## src/design/ssq_pkg.sv

```systemverilog
// shared types and codes for the scroll step quantizer
// no dependencies; imported by the top level and its checker
package ssq_pkg;

	localparam int ACC_W   = 40;
	localparam int NOTCH_W = 32;
	localparam int THR_W   = 16;
	localparam int SURF_W  = 8;
	localparam int CNT_W   = 6;

	localparam logic [2:0] OP_ENTER = 3'd0;
	localparam logic [2:0] OP_LEAVE = 3'd1;
	localparam logic [2:0] OP_DELTA = 3'd2;
	localparam logic [2:0] OP_NOTCH = 3'd3;
	localparam logic [2:0] OP_FRAME = 3'd4;
	localparam logic [2:0] OP_STOP  = 3'd5;

	localparam logic [2:0] ADDR_REPORT_ENABLE  = 3'd0;
	localparam logic [2:0] ADDR_STEP_THRESHOLD = 3'd4;

	localparam logic [THR_W-1:0] THR_RESET = 16'd2560;

	typedef enum logic [3:0] {
		ST_IDLE = 4'b0001,
		ST_DIV  = 4'b0010,
		ST_FIX  = 4'b0100,
		ST_PUSH = 4'b1000
	} state_t;

endpackage

```

## src/design/scroll_step_quantizer.sv

```systemverilog
// scroll step quantizer top level: accumulators, notch sums, focus and a
// shared bit-serial divider that turns accumulated motion into whole steps
// depends on ssq_pkg
//
// enter, leave, delta, notch, axis stop and unused codes: handled on accept, ready again next cycle
// frame with division: accept, then per axis 40 divider steps in ST_DIV plus a fix-up in ST_FIX
// (vertical then horizontal), then a push in ST_PUSH, where a nonzero result waits while the output
// register is still held; frame with notches or with reporting off: accept, then push
// one restoring subtract-and-compare unit, a 40-step loop per axis, sets the frame time
// arst_n clears all state, sets report_enable to 1 and step_threshold to 2560
module scroll_step_quantizer
	import ssq_pkg::*;
(
	input  logic                clk,
	input  logic                arst_n,
	// apb-style configuration port
	input  logic                psel,
	input  logic                penable,
	input  logic                pwrite,
	input  logic [2:0]          paddr,
	input  logic [31:0]         pwdata,
	output logic [31:0]         prdata,
	output logic                pready,
	// event input channel
	input  logic                in_valid,
	output logic                in_ready,
	input  logic [2:0]          opcode,
	input  logic                axis_select,
	input  logic signed [31:0]  delta,
	input  logic [SURF_W-1:0]   surface_id,
	// step result channel
	output logic                out_valid,
	input  logic                out_ready,
	output logic signed [31:0]  steps_vertical,
	output logic signed [31:0]  steps_horizontal,
	output logic [SURF_W-1:0]   target_surface
);

	// configuration registers
	logic               report_enable_q;
	logic [THR_W-1:0]   step_threshold_q;

	// scroll state
	logic [ACC_W-1:0]   acc_v_q, acc_h_q;
	logic [NOTCH_W-1:0] notch_v_q, notch_h_q;
	logic               notch_seen_q;
	logic [SURF_W-1:0]  focus_surface_q;
	logic               focus_valid_q;

	// sequencer and divider
	state_t             state_q;
	logic [CNT_W-1:0]   cnt_q;
	logic               div_axis_q;   // 0 vertical pass, 1 horizontal pass
	logic               neg_q;        // sign of the dividend under division
	logic [ACC_W-1:0]   dvd_q;        // dividend in, quotient out
	logic [THR_W-1:0]   rem_q;

	// frame results waiting for the push cycle
	logic [31:0]        res_v_q, res_h_q;

	// output register
	logic               out_valid_q;
	logic [31:0]        out_v_q, out_h_q;
	logic [SURF_W-1:0]  out_surf_q;

	logic               in_acc;
	logic               cfg_wr;
	logic [THR_W-1:0]   thr_eff;

	assign pready   = 1'b1;
	assign in_ready = (state_q == ST_IDLE);
	assign in_acc   = in_valid && in_ready;
	assign cfg_wr   = psel && penable && pwrite;
	// a zero threshold counts as one
	assign thr_eff  = (step_threshold_q == '0) ? THR_W'(1) : step_threshold_q;

	assign out_valid        = out_valid_q;
	assign steps_vertical   = out_v_q;
	assign steps_horizontal = out_h_q;
	assign target_surface   = out_surf_q;

	always_comb begin
		case (paddr)
			ADDR_REPORT_ENABLE:  prdata = {31'd0, report_enable_q};
			ADDR_STEP_THRESHOLD: prdata = {16'd0, step_threshold_q};
			default:             prdata = '0;
		endcase
	end

	// saturating add of a delta to the selected accumulator
	logic [ACC_W-1:0]   acc_sel;
	logic [ACC_W:0]     acc_sum;
	logic [ACC_W-1:0]   acc_sat;

	assign acc_sel = axis_select ? acc_h_q : acc_v_q;
	assign acc_sum = {acc_sel[ACC_W-1], acc_sel} + {{(ACC_W+1-32){delta[31]}}, delta};

	always_comb begin
		if (acc_sum[ACC_W] != acc_sum[ACC_W-1]) begin
			acc_sat = acc_sum[ACC_W] ? {1'b1, {(ACC_W-1){1'b0}}} : {1'b0, {(ACC_W-1){1'b1}}};
		end else begin
			acc_sat = acc_sum[ACC_W-1:0];
		end
	end

	// saturating add of a notch count to the selected notch sum
	logic [NOTCH_W-1:0] notch_sel;
	logic [NOTCH_W:0]   notch_sum;
	logic [NOTCH_W-1:0] notch_sat;

	assign notch_sel = axis_select ? notch_h_q : notch_v_q;
	assign notch_sum = {notch_sel[NOTCH_W-1], notch_sel} + {delta[31], delta};

	always_comb begin
		if (notch_sum[NOTCH_W] != notch_sum[NOTCH_W-1]) begin
			notch_sat = notch_sum[NOTCH_W] ? {1'b1, {(NOTCH_W-1){1'b0}}}
			                               : {1'b0, {(NOTCH_W-1){1'b1}}};
		end else begin
			notch_sat = notch_sum[NOTCH_W-1:0];
		end
	end

	// magnitude of the accumulator that the next division pass starts from;
	// the most negative value maps onto 2^39, which still fits unsigned
	logic [ACC_W-1:0]   load_src;
	logic [ACC_W-1:0]   load_mag;

	assign load_src = (state_q == ST_FIX) ? acc_h_q : acc_v_q;
	assign load_mag = load_src[ACC_W-1] ? (~load_src + ACC_W'(1)) : load_src;

	// one restoring division step: shift in the next dividend bit, try the subtract
	logic [THR_W:0]     trial;
	logic               q_bit;
	logic [THR_W-1:0]   rem_next;

	assign trial    = {rem_q, dvd_q[ACC_W-1]};
	assign q_bit    = (trial >= {1'b0, thr_eff});
	assign rem_next = q_bit ? THR_W'(trial - {1'b0, thr_eff}) : trial[THR_W-1:0];

	// fix-up: apply the sign, clamp the quotient to 32 bits, signed remainder
	logic [ACC_W-1:0]   q_signed;
	logic [31:0]        q_clamped;
	logic [ACC_W-1:0]   rem_signed;

	assign q_signed   = neg_q ? (~dvd_q + ACC_W'(1)) : dvd_q;
	assign rem_signed = neg_q ? (~{{(ACC_W-THR_W){1'b0}}, rem_q} + ACC_W'(1))
	                          :  {{(ACC_W-THR_W){1'b0}}, rem_q};

	always_comb begin
		if ($signed(q_signed) > $signed(ACC_W'(32'h7fff_ffff))) begin
			q_clamped = 32'h7fff_ffff;
		end else if ($signed(q_signed) < $signed({{(ACC_W-32){1'b1}}, 32'h8000_0000})) begin
			q_clamped = 32'h8000_0000;
		end else begin
			q_clamped = q_signed[31:0];
		end
	end

	always_ff @(posedge clk or negedge arst_n) begin
		if (!arst_n) begin
			report_enable_q  <= 1'b1;
			step_threshold_q <= THR_RESET;
			acc_v_q          <= '0;
			acc_h_q          <= '0;
			notch_v_q        <= '0;
			notch_h_q        <= '0;
			notch_seen_q     <= 1'b0;
			focus_surface_q  <= '0;
			focus_valid_q    <= 1'b0;
			state_q          <= ST_IDLE;
			cnt_q            <= '0;
			div_axis_q       <= 1'b0;
			neg_q            <= 1'b0;
			dvd_q            <= '0;
			rem_q            <= '0;
			res_v_q          <= '0;
			res_h_q          <= '0;
			out_valid_q      <= 1'b0;
			out_v_q          <= '0;
			out_h_q          <= '0;
			out_surf_q       <= '0;
		end else begin
			// configuration writes; the host must issue them only with no event in flight, the block does not enforce it
			if (cfg_wr) begin
				if (paddr == ADDR_REPORT_ENABLE) begin
					report_enable_q <= pwdata[0];
				end else if (paddr == ADDR_STEP_THRESHOLD) begin
					step_threshold_q <= pwdata[THR_W-1:0];
				end
			end

			// output transaction taken by the consumer
			if (out_valid_q && out_ready) begin
				out_valid_q <= 1'b0;
			end

			case (state_q)
				ST_IDLE: begin
					if (in_acc) begin
						case (opcode)
							OP_ENTER: begin
								focus_surface_q <= surface_id;
								focus_valid_q   <= 1'b1;
								acc_v_q         <= '0;
								acc_h_q         <= '0;
								notch_v_q       <= '0;
								notch_h_q       <= '0;
								notch_seen_q    <= 1'b0;
							end
							OP_LEAVE: begin
								if (focus_valid_q && (focus_surface_q == surface_id)) begin
									focus_valid_q <= 1'b0;
								end
							end
							OP_DELTA: begin
								if (axis_select) begin
									acc_h_q <= acc_sat;
								end else begin
									acc_v_q <= acc_sat;
								end
							end
							OP_NOTCH: begin
								if (axis_select) begin
									notch_h_q <= notch_sat;
								end else begin
									notch_v_q <= notch_sat;
								end
								notch_seen_q <= 1'b1;
							end
							OP_FRAME: begin
								notch_v_q    <= '0;
								notch_h_q    <= '0;
								notch_seen_q <= 1'b0;
								if (!(report_enable_q && focus_valid_q)) begin
									// no report: push stage sees zero steps and drops it
									res_v_q <= '0;
									res_h_q <= '0;
									state_q <= ST_PUSH;
								end else if (notch_seen_q) begin
									res_v_q <= notch_v_q;
									res_h_q <= notch_h_q;
									acc_v_q <= '0;
									acc_h_q <= '0;
									state_q <= ST_PUSH;
								end else begin
									// start the vertical division pass
									dvd_q      <= load_mag;
									neg_q      <= acc_v_q[ACC_W-1];
									rem_q      <= '0;
									cnt_q      <= '0;
									div_axis_q <= 1'b0;
									state_q    <= ST_DIV;
								end
							end
							OP_STOP: begin
								if (axis_select) begin
									acc_h_q <= '0;
								end else begin
									acc_v_q <= '0;
								end
							end
							default: begin
							end
						endcase
					end
				end
				ST_DIV: begin
					dvd_q <= {dvd_q[ACC_W-2:0], q_bit};
					rem_q <= rem_next;
					cnt_q <= cnt_q + CNT_W'(1);
					if (cnt_q == CNT_W'(ACC_W-1)) begin
						state_q <= ST_FIX;
					end
				end
				ST_FIX: begin
					if (!div_axis_q) begin
						res_v_q <= q_clamped;
						acc_v_q <= rem_signed;
						// chain straight into the horizontal pass
						dvd_q      <= load_mag;
						neg_q      <= acc_h_q[ACC_W-1];
						rem_q      <= '0;
						cnt_q      <= '0;
						div_axis_q <= 1'b1;
						state_q    <= ST_DIV;
					end else begin
						res_h_q <= q_clamped;
						acc_h_q <= rem_signed;
						state_q <= ST_PUSH;
					end
				end
				ST_PUSH: begin
					if ((res_v_q == '0) && (res_h_q == '0)) begin
						state_q <= ST_IDLE;
					end else if (!out_valid_q || out_ready) begin
						out_valid_q <= 1'b1;
						out_v_q     <= res_v_q;
						out_h_q     <= res_h_q;
						out_surf_q  <= focus_surface_q;
						state_q     <= ST_IDLE;
					end
				end
				default: begin
					state_q <= ST_IDLE;
				end
			endcase
		end
	end

endmodule

```

## config.mk

```make
export PLATFORM = sky130hd
export DESIGN_NAME = scroll_step_quantizer
export DESIGN_NICKNAME = d
export VERILOG_FILES = /design/src/design/ssq_pkg.sv /design/src/design/scroll_step_quantizer.sv
export SDC_FILE = /design/constraint.sdc
export NUM_CORES = 1
export LEC_CHECK = 0
export BUFFER_PORTS_ARGS = -buffer_cell sky130_fd_sc_hd__buf_4
export CAP_MARGIN = 20
export CORE_MARGIN = 2
export CORE_UTILIZATION = 40
export CTS_BUF_LIST = sky130_fd_sc_hd__clkbuf_4 sky130_fd_sc_hd__clkbuf_8
export DETAILED_ROUTE_END_ITERATION = 12
export HOLD_SLACK_MARGIN = 0.06
export PLACE_DENSITY = 0.6
export SLEW_MARGIN = 40
export SYNTH_ARGS = -nofsm -noshare
export SYNTH_HDL_FRONTEND = slang
export SYNTH_SLANG_ARGS = --single-unit
```

## constraint.sdc

```tcl
create_clock -name clk -period 4 [get_ports clk]
set_input_delay 0.8 -clock clk [delete_from_list [all_inputs] [get_ports clk]]
set_output_delay 0.8 -clock clk [all_outputs]
set_load 0.005 [all_outputs]
```

======== After elaboration in Yosys (flattened, before gate mapping) ========
Index checks and enable logic that the tools add are counted.
storage, ports and cells
  input port bits ......................... 86
  register bits ........................... 376
  word-level logic and storage cells ...... 194
  output and inout bits ................... 107
operators by class
  $lt $le $gt $ge ......................... 3
  bitwise gates (word level) .............. 5
  mux-type cells .......................... 90
  reductions and logical operators ........ 35
  add/subtract/negate cells ............... 7
  equality and inequality tests ........... 33
operators with widths
  operator                                                      number
  two-way mux 40 bit                                            22
  two-way mux 32 bit                                            17
  one-hot mux 40 bit (4 select lines)                           2
  one-hot mux 32 bit (2 select lines)                           4
  one-hot mux 40 bit (2 select lines)                           2
  adder 40 x 1 -> 40 bit, second input constant                 3
  one-hot mux 40 bit (3 select lines)                           1
  two-way mux 16 bit                                            7
  inverter 40 bit                                               2
  zero test 32 bit                                              2
  one-hot mux 16 bit (3 select lines)                           1
  adder 40 x 32 -> 41 bit                                       1
  > comparator 40 x 32 -> 1 bit, second input constant          1
  less-than comparator 40 x 32 -> 1 bit, second input constant  1
  inverter 16 -> 40 bit                                         1
  adder 32 x 32 -> 33 bit                                       1
  two-way mux 4 bit                                             8
  one-hot mux 16 bit (2 select lines)                           1
  two-way mux 6 bit                                             5
  != test 3 bit, second input constant                          8
  one-hot mux 6 bit (3 select lines)                            1
  greater-or-equal comparator 17 x 16 -> 1 bit                  1
  zero test 16 bit                                              1
  one-hot mux 4 bit (4 select lines)                            1
  31 further kinds                                              79

======== Depth between registers and ports, before layout ========
  word-level depth ........................ 10
  depth in mapped cells ................... 16

======== Worst setup path before layout ========
No wires, ideal clock.
  kind .................................... input to register
  from .................................... in axis_select
  to ...................................... reg acc_v_q[32]
  data required time ...................... 3.923 ns
  path buffers ............................ 4
  slack ................................... -0.712 ns
  cell stages on the path ................. 15
  library setup time ...................... 0.077 ns
  arrival time ............................ 4.635 ns
  cells stage by stage .................... clkbuf_1 clkbuf_1 mux2_2 ha_1 clkbuf_1 a21oi_1 o22ai_1 o41a_1 or4_1 o211ai_1 o21a_1 xnor2_1 clkbuf_1 o21ai_0 a21oi_1
between the ends
  word-level cells in the longest chain between the ends .. 8
  elaborated cells on any way between the ends .. 12
  classes of those cells .................. 1 x add/sub; 3 x eq/ne; 7 x mux; 1 x reduce/logical
ends and longest elaborated chain
  what                                                 RTL line                                                   RTL
  from (decl)                                          scroll_step_quantizer.sv:28                                input logic axis_select,
  two-way mux 40 bit                                   scroll_step_quantizer.sv:95                                assign acc_sel = axis_select ? acc_h_q : acc_v_q;
  adder 40 x 32 -> 41 bit                              scroll_step_quantizer.sv:96                                assign acc_sum = {acc_sel[ACC_W-1], acc_sel} + {{(ACC_W+1-32){delta[31]}}, delta};
  two-way mux 40 bit or != test 1 bit (tied branches)  scroll_step_quantizer.sv:100, scroll_step_quantizer.sv:99
  two-way mux 40 bit                                   scroll_step_quantizer.sv:99                                if (acc_sum[ACC_W] != acc_sum[ACC_W-1]) begin
  two-way mux 40 bit                                   scroll_step_quantizer.sv:216                               if (axis_select) begin
  one-hot mux 40 bit (4 select lines)                  scroll_step_quantizer.sv:200                               case (opcode)
  two-way mux 40 bit                                   scroll_step_quantizer.sv:199                               if (in_acc) begin
  one-hot mux 40 bit (2 select lines)                  scroll_step_quantizer.sv:197                               case (state_q)
  to (signal assigned)                                 scroll_step_quantizer.sv:219                               acc_v_q <= acc_sat;
  to (signal assigned)                                 scroll_step_quantizer.sv:278                               acc_v_q <= rem_signed;
  to (decl)                                            scroll_step_quantizer.sv:44                                logic [ACC_W-1:0] acc_v_q, acc_h_q;
Parallel ways exist; a longest one is shown, timed or not. The select of a mux whose other input is x is not followed.
A chain may end at the register's enable or synchronous reset.

======== Worst setup path after layout ========
  from .................................... in axis_select
  to ...................................... reg acc_v_q[38]
The elaborated chain is that of the path after synthesis.

==> impl_metrics.csv <==
group,metric,value,unit
setup_path,path_class,"input pin to flop",
global_route,antenna_found_initial,1,
cts,cts_resized,0,
setup_path,worst_ep_arrival_time,4.36,ns
place,io_buffer_count,159,
final_layout,final_layout_size_suffix_gt1_share,24.47,%
global_route,track_usage,24.41,%
detailed_routing,routedWlPerCell,19.68,µm
place,place.gp.congestion,0.9366,
setup_path,path_max_fanout,20,
setup_path,crit_cells,16,
global_route,grt_max_degree,93,
final_layout,seq_area,9414,µm²
timing,hold_viol_final,0,
setup_path,cp_top_family,"buffers and inverters",
floorplanning,die_area,62850,µm²
yosys,synth_edf_count,0,
detailed_routing,detail_route.drc_violations,0,
timing,slew_violations,0,
yosys,synth_mux_area_share,9.468,%
detailed_routing,drtAntennaViolNets,0,
run_status,status,"finished clean",
floorplanning,ioPinCount,193,
yosys,synth_xor_area_share,6.045,%
place,numPlacedInstances,3801,
yosys,synth.distinct_cells,82,
power_and_ir_drop,power_density,860.8,nW/µm²
cts,cts_buffers,68,
yosys,synth_top_family_by_area,"compound AO/OA/AOI/OAI gates",
cts,htree_levels,3,
timing,tightest_slew,0.7635,ns
global_route,grt_pass1_wl,122.6,mm
timing,finalClockSkew,0.05453,ns
global_route,gr-total-overflow,0,
timing,timing.hold.ws,0.1831,ns
yosys,synth-compound-area-share,19.86,%
global_route,first_global_vias,21910,
final_layout,fill_cells,5625,
detailed_routing,drt_iter0_markers,1617,
yosys,netlist_area,24340,µm²
timing,post-route-period-util,96.18,%
yosys,yosys.area_share.simple,16.86,%
timing,maxSlewHeadroom,48.99,%
yosys,avgSynthCellArea,8.900,µm²
yosys,synth_seq_cells,376,
detailed_routing,via_count,22280,
detailed_routing,drt-vias-per-instance,5.689,
cts,clk_latency,0.66,ns
floorplanning,dieHeight,250.7,µm
cts,tritoncts,"done",
final_layout,fin_util,49.42,%
setup_path,max_stage_delay,0.50,ns
cts,cts_root_buffer,"clkbuf_8",
cts,clock_path_buffers,3,
timing,tns,0,ns
detailed_routing,first_pass_iters,5,
yosys,syn_inst,2735,
setup_path,cpMostUsedCell,"buf_4",
setup_path,crit_path_start_kind,"input pin",
setup_path,reg2reg_from,"notch_v_q[0]$_DFFE_PN0P_",
timing,min_period,3.847,ns
job,cap_viol_max_count,0,
cts,clock_sinks,376,
timing,rsz0062_at_grt,"false",
yosys,synth-seq-area-share,38.67,%
power_and_ir_drop,ir_worst_vdd,0.0005514,V
detailed_routing,wirelength,77.07,mm
cts,clkTransAtPathRegs,0.05,ns
setup_path,critical_path.startpoint,"axis_select",
floorplanning,start_util,40.40,%
final_layout,final_cell_mix,"435 x buf_4, 372 x dfrtp_1, 309 x nand2_1, 276 x nor2_1, 202 x o21ai_0",
floorplanning,design.core.area,60250,µm²
cts,post_cts_buffers,0,
yosys,ys_async_sr_fraction,100.0,%
setup_path,path_cells,"buf_4 > buf_12 > buf_4 > mux2_2 > ha_1 > and4_1 > buf_4 > a211o_1 > nor3_1 > o21ai_1 > a311oi_1 > buf_4 > or4_1 > a31oi_1 > buf_4 > o21ai_1",
final_layout,multi_input_comb_area,14140,µm²
final_layout,final_common_cell,"buf_4",
final_layout,fin_nets,3271,
floorplanning,num_rows,90,
cts,cts_hold_buf,0,
yosys,synth_fa_ha_area_share,5.027,%
setup_path,required,4.51,ns
setup_path,reg2reg_depth,14,
timing,timing.fmax,0.2599,GHz
yosys,synthFlopType,"dfrtp_1",
hold_path,holdCritPathClass,"input pin to asynchronous set/reset pin",
place,dpl.hpwl,60.14,mm
power_and_ir_drop,leakage,13.09,nW
final_layout,instances_no_fill,3917,
setup_path,crit_slowest_cell,"or4_1",
setup_path,endpoint_kind,"flop",
final_layout,area_growth,22.31,%
yosys,synth_warnings,0,
floorplanning,die_w,250.7,µm
setup_path,crit_buf_inv,6,
timing,setup_viol,0,
-- synthesized netlist by cell type (57+ instances only) --
master,count,area [µm²]
nor2_1,278,1044
mux2i_1,57,570.6
o21ai_0,226,1131
dfrtp_1,372,9309
clkbuf_1,142,533.0
xor2_1,65,569.3
ha_1,93,1164
xnor2_1,103,902.1
mux2_2,154,1734
a21oi_1,143,715.7
nor3_1,58,290.3
a41oi_1,70,613.1
nand2_1,309,1160
-- stage by stage --
| step | worst slack (ns) | instance area, µm² | total power [mW] |
|---|---|---|---|
| 6_report | 0.1528 | 29770 | 25.63 |
| 5_1_grt | 0.005834 | 29770 | 27.59 |
| 4_1_cts | 0.1894 | 29740 | 25.59 |
| 3_5_place_dp | -0.4987 | 28270 | 21.57 |
| 3_3_place_gp | -0.4636 | 28270 | 21.18 |
| 2_1_floorplan | 0.006402 | 24570 | 15.94 |
-- cell type report --
type / instances / share of cell area, %
timing repair buffer: 450 / 11.96
tap: 782 / 3.286
inverter: 56 / 0.7060
antenna: 1 / 0.008405
clock inverter: 12 / 0.5043
clock buffer: 103 / 4.425
multi-input combinational: 2137 / 47.49
sequential: 376 / 31.62
-- registers in the layout, indices dropped and copies added, names as in the netlist, 8 cells and up --
signal,cells
rem_q,16
target_surface,8
step_threshold_q,16
notch_h_q,32
acc_v_q,40
dvd_q,40
steps_vertical,32
acc_h_q,40
res_h_q,32
res_v_q,32
focus_surface_q,8
notch_v_q,32
steps_horizontal,32
-- cell families (layout without fill, tap and decap cells) --
family	after synthesis	in the layout
compound gates	754	754
xor+xnor	168	168
fa+ha+maj	96	96
buf+inv	237	621
flops	376	376
mux	211	211
other cells	2	18
simple gates	891	891
-- where the power goes --
part           switching, mW  internal, mW
sequential              1.92          5.61
clock                   1.66          2.29
combinational           7.53          6.62
total                   11.1          14.5
-- final timing paths --
path                                                    end  slack [ns]
max                                 acc_v_q[38]$_DFFE_PN0P_        0.15
min                           target_surface[3]$_DFFE_PN0P_        0.18
max in group asynchronous  steps_horizontal[29]$_DFFE_PN0P_        2.79
min in group clk           step_threshold_q[14]$_DFFE_PN0P_        0.36
max reg2reg                        notch_h_q[5]$_DFFE_PN0P_        0.30
min reg2reg                steps_horizontal[15]$_DFFE_PN0P_        0.50
-- layer usage --
metal | GRT usage, % | vias to the layer above | part of all wire [%]
li1 | - | 10620 | -
met1 | 34.41 | 10920 | 47
met2 | 38.92 | 620 | 46
met3 | 3.606 | 125 | 5.1
met4 | 7.032 | 0 | 2.3
met5 | 0 | - | 0
Note: power is estimated with default switching activity, not from simulation.
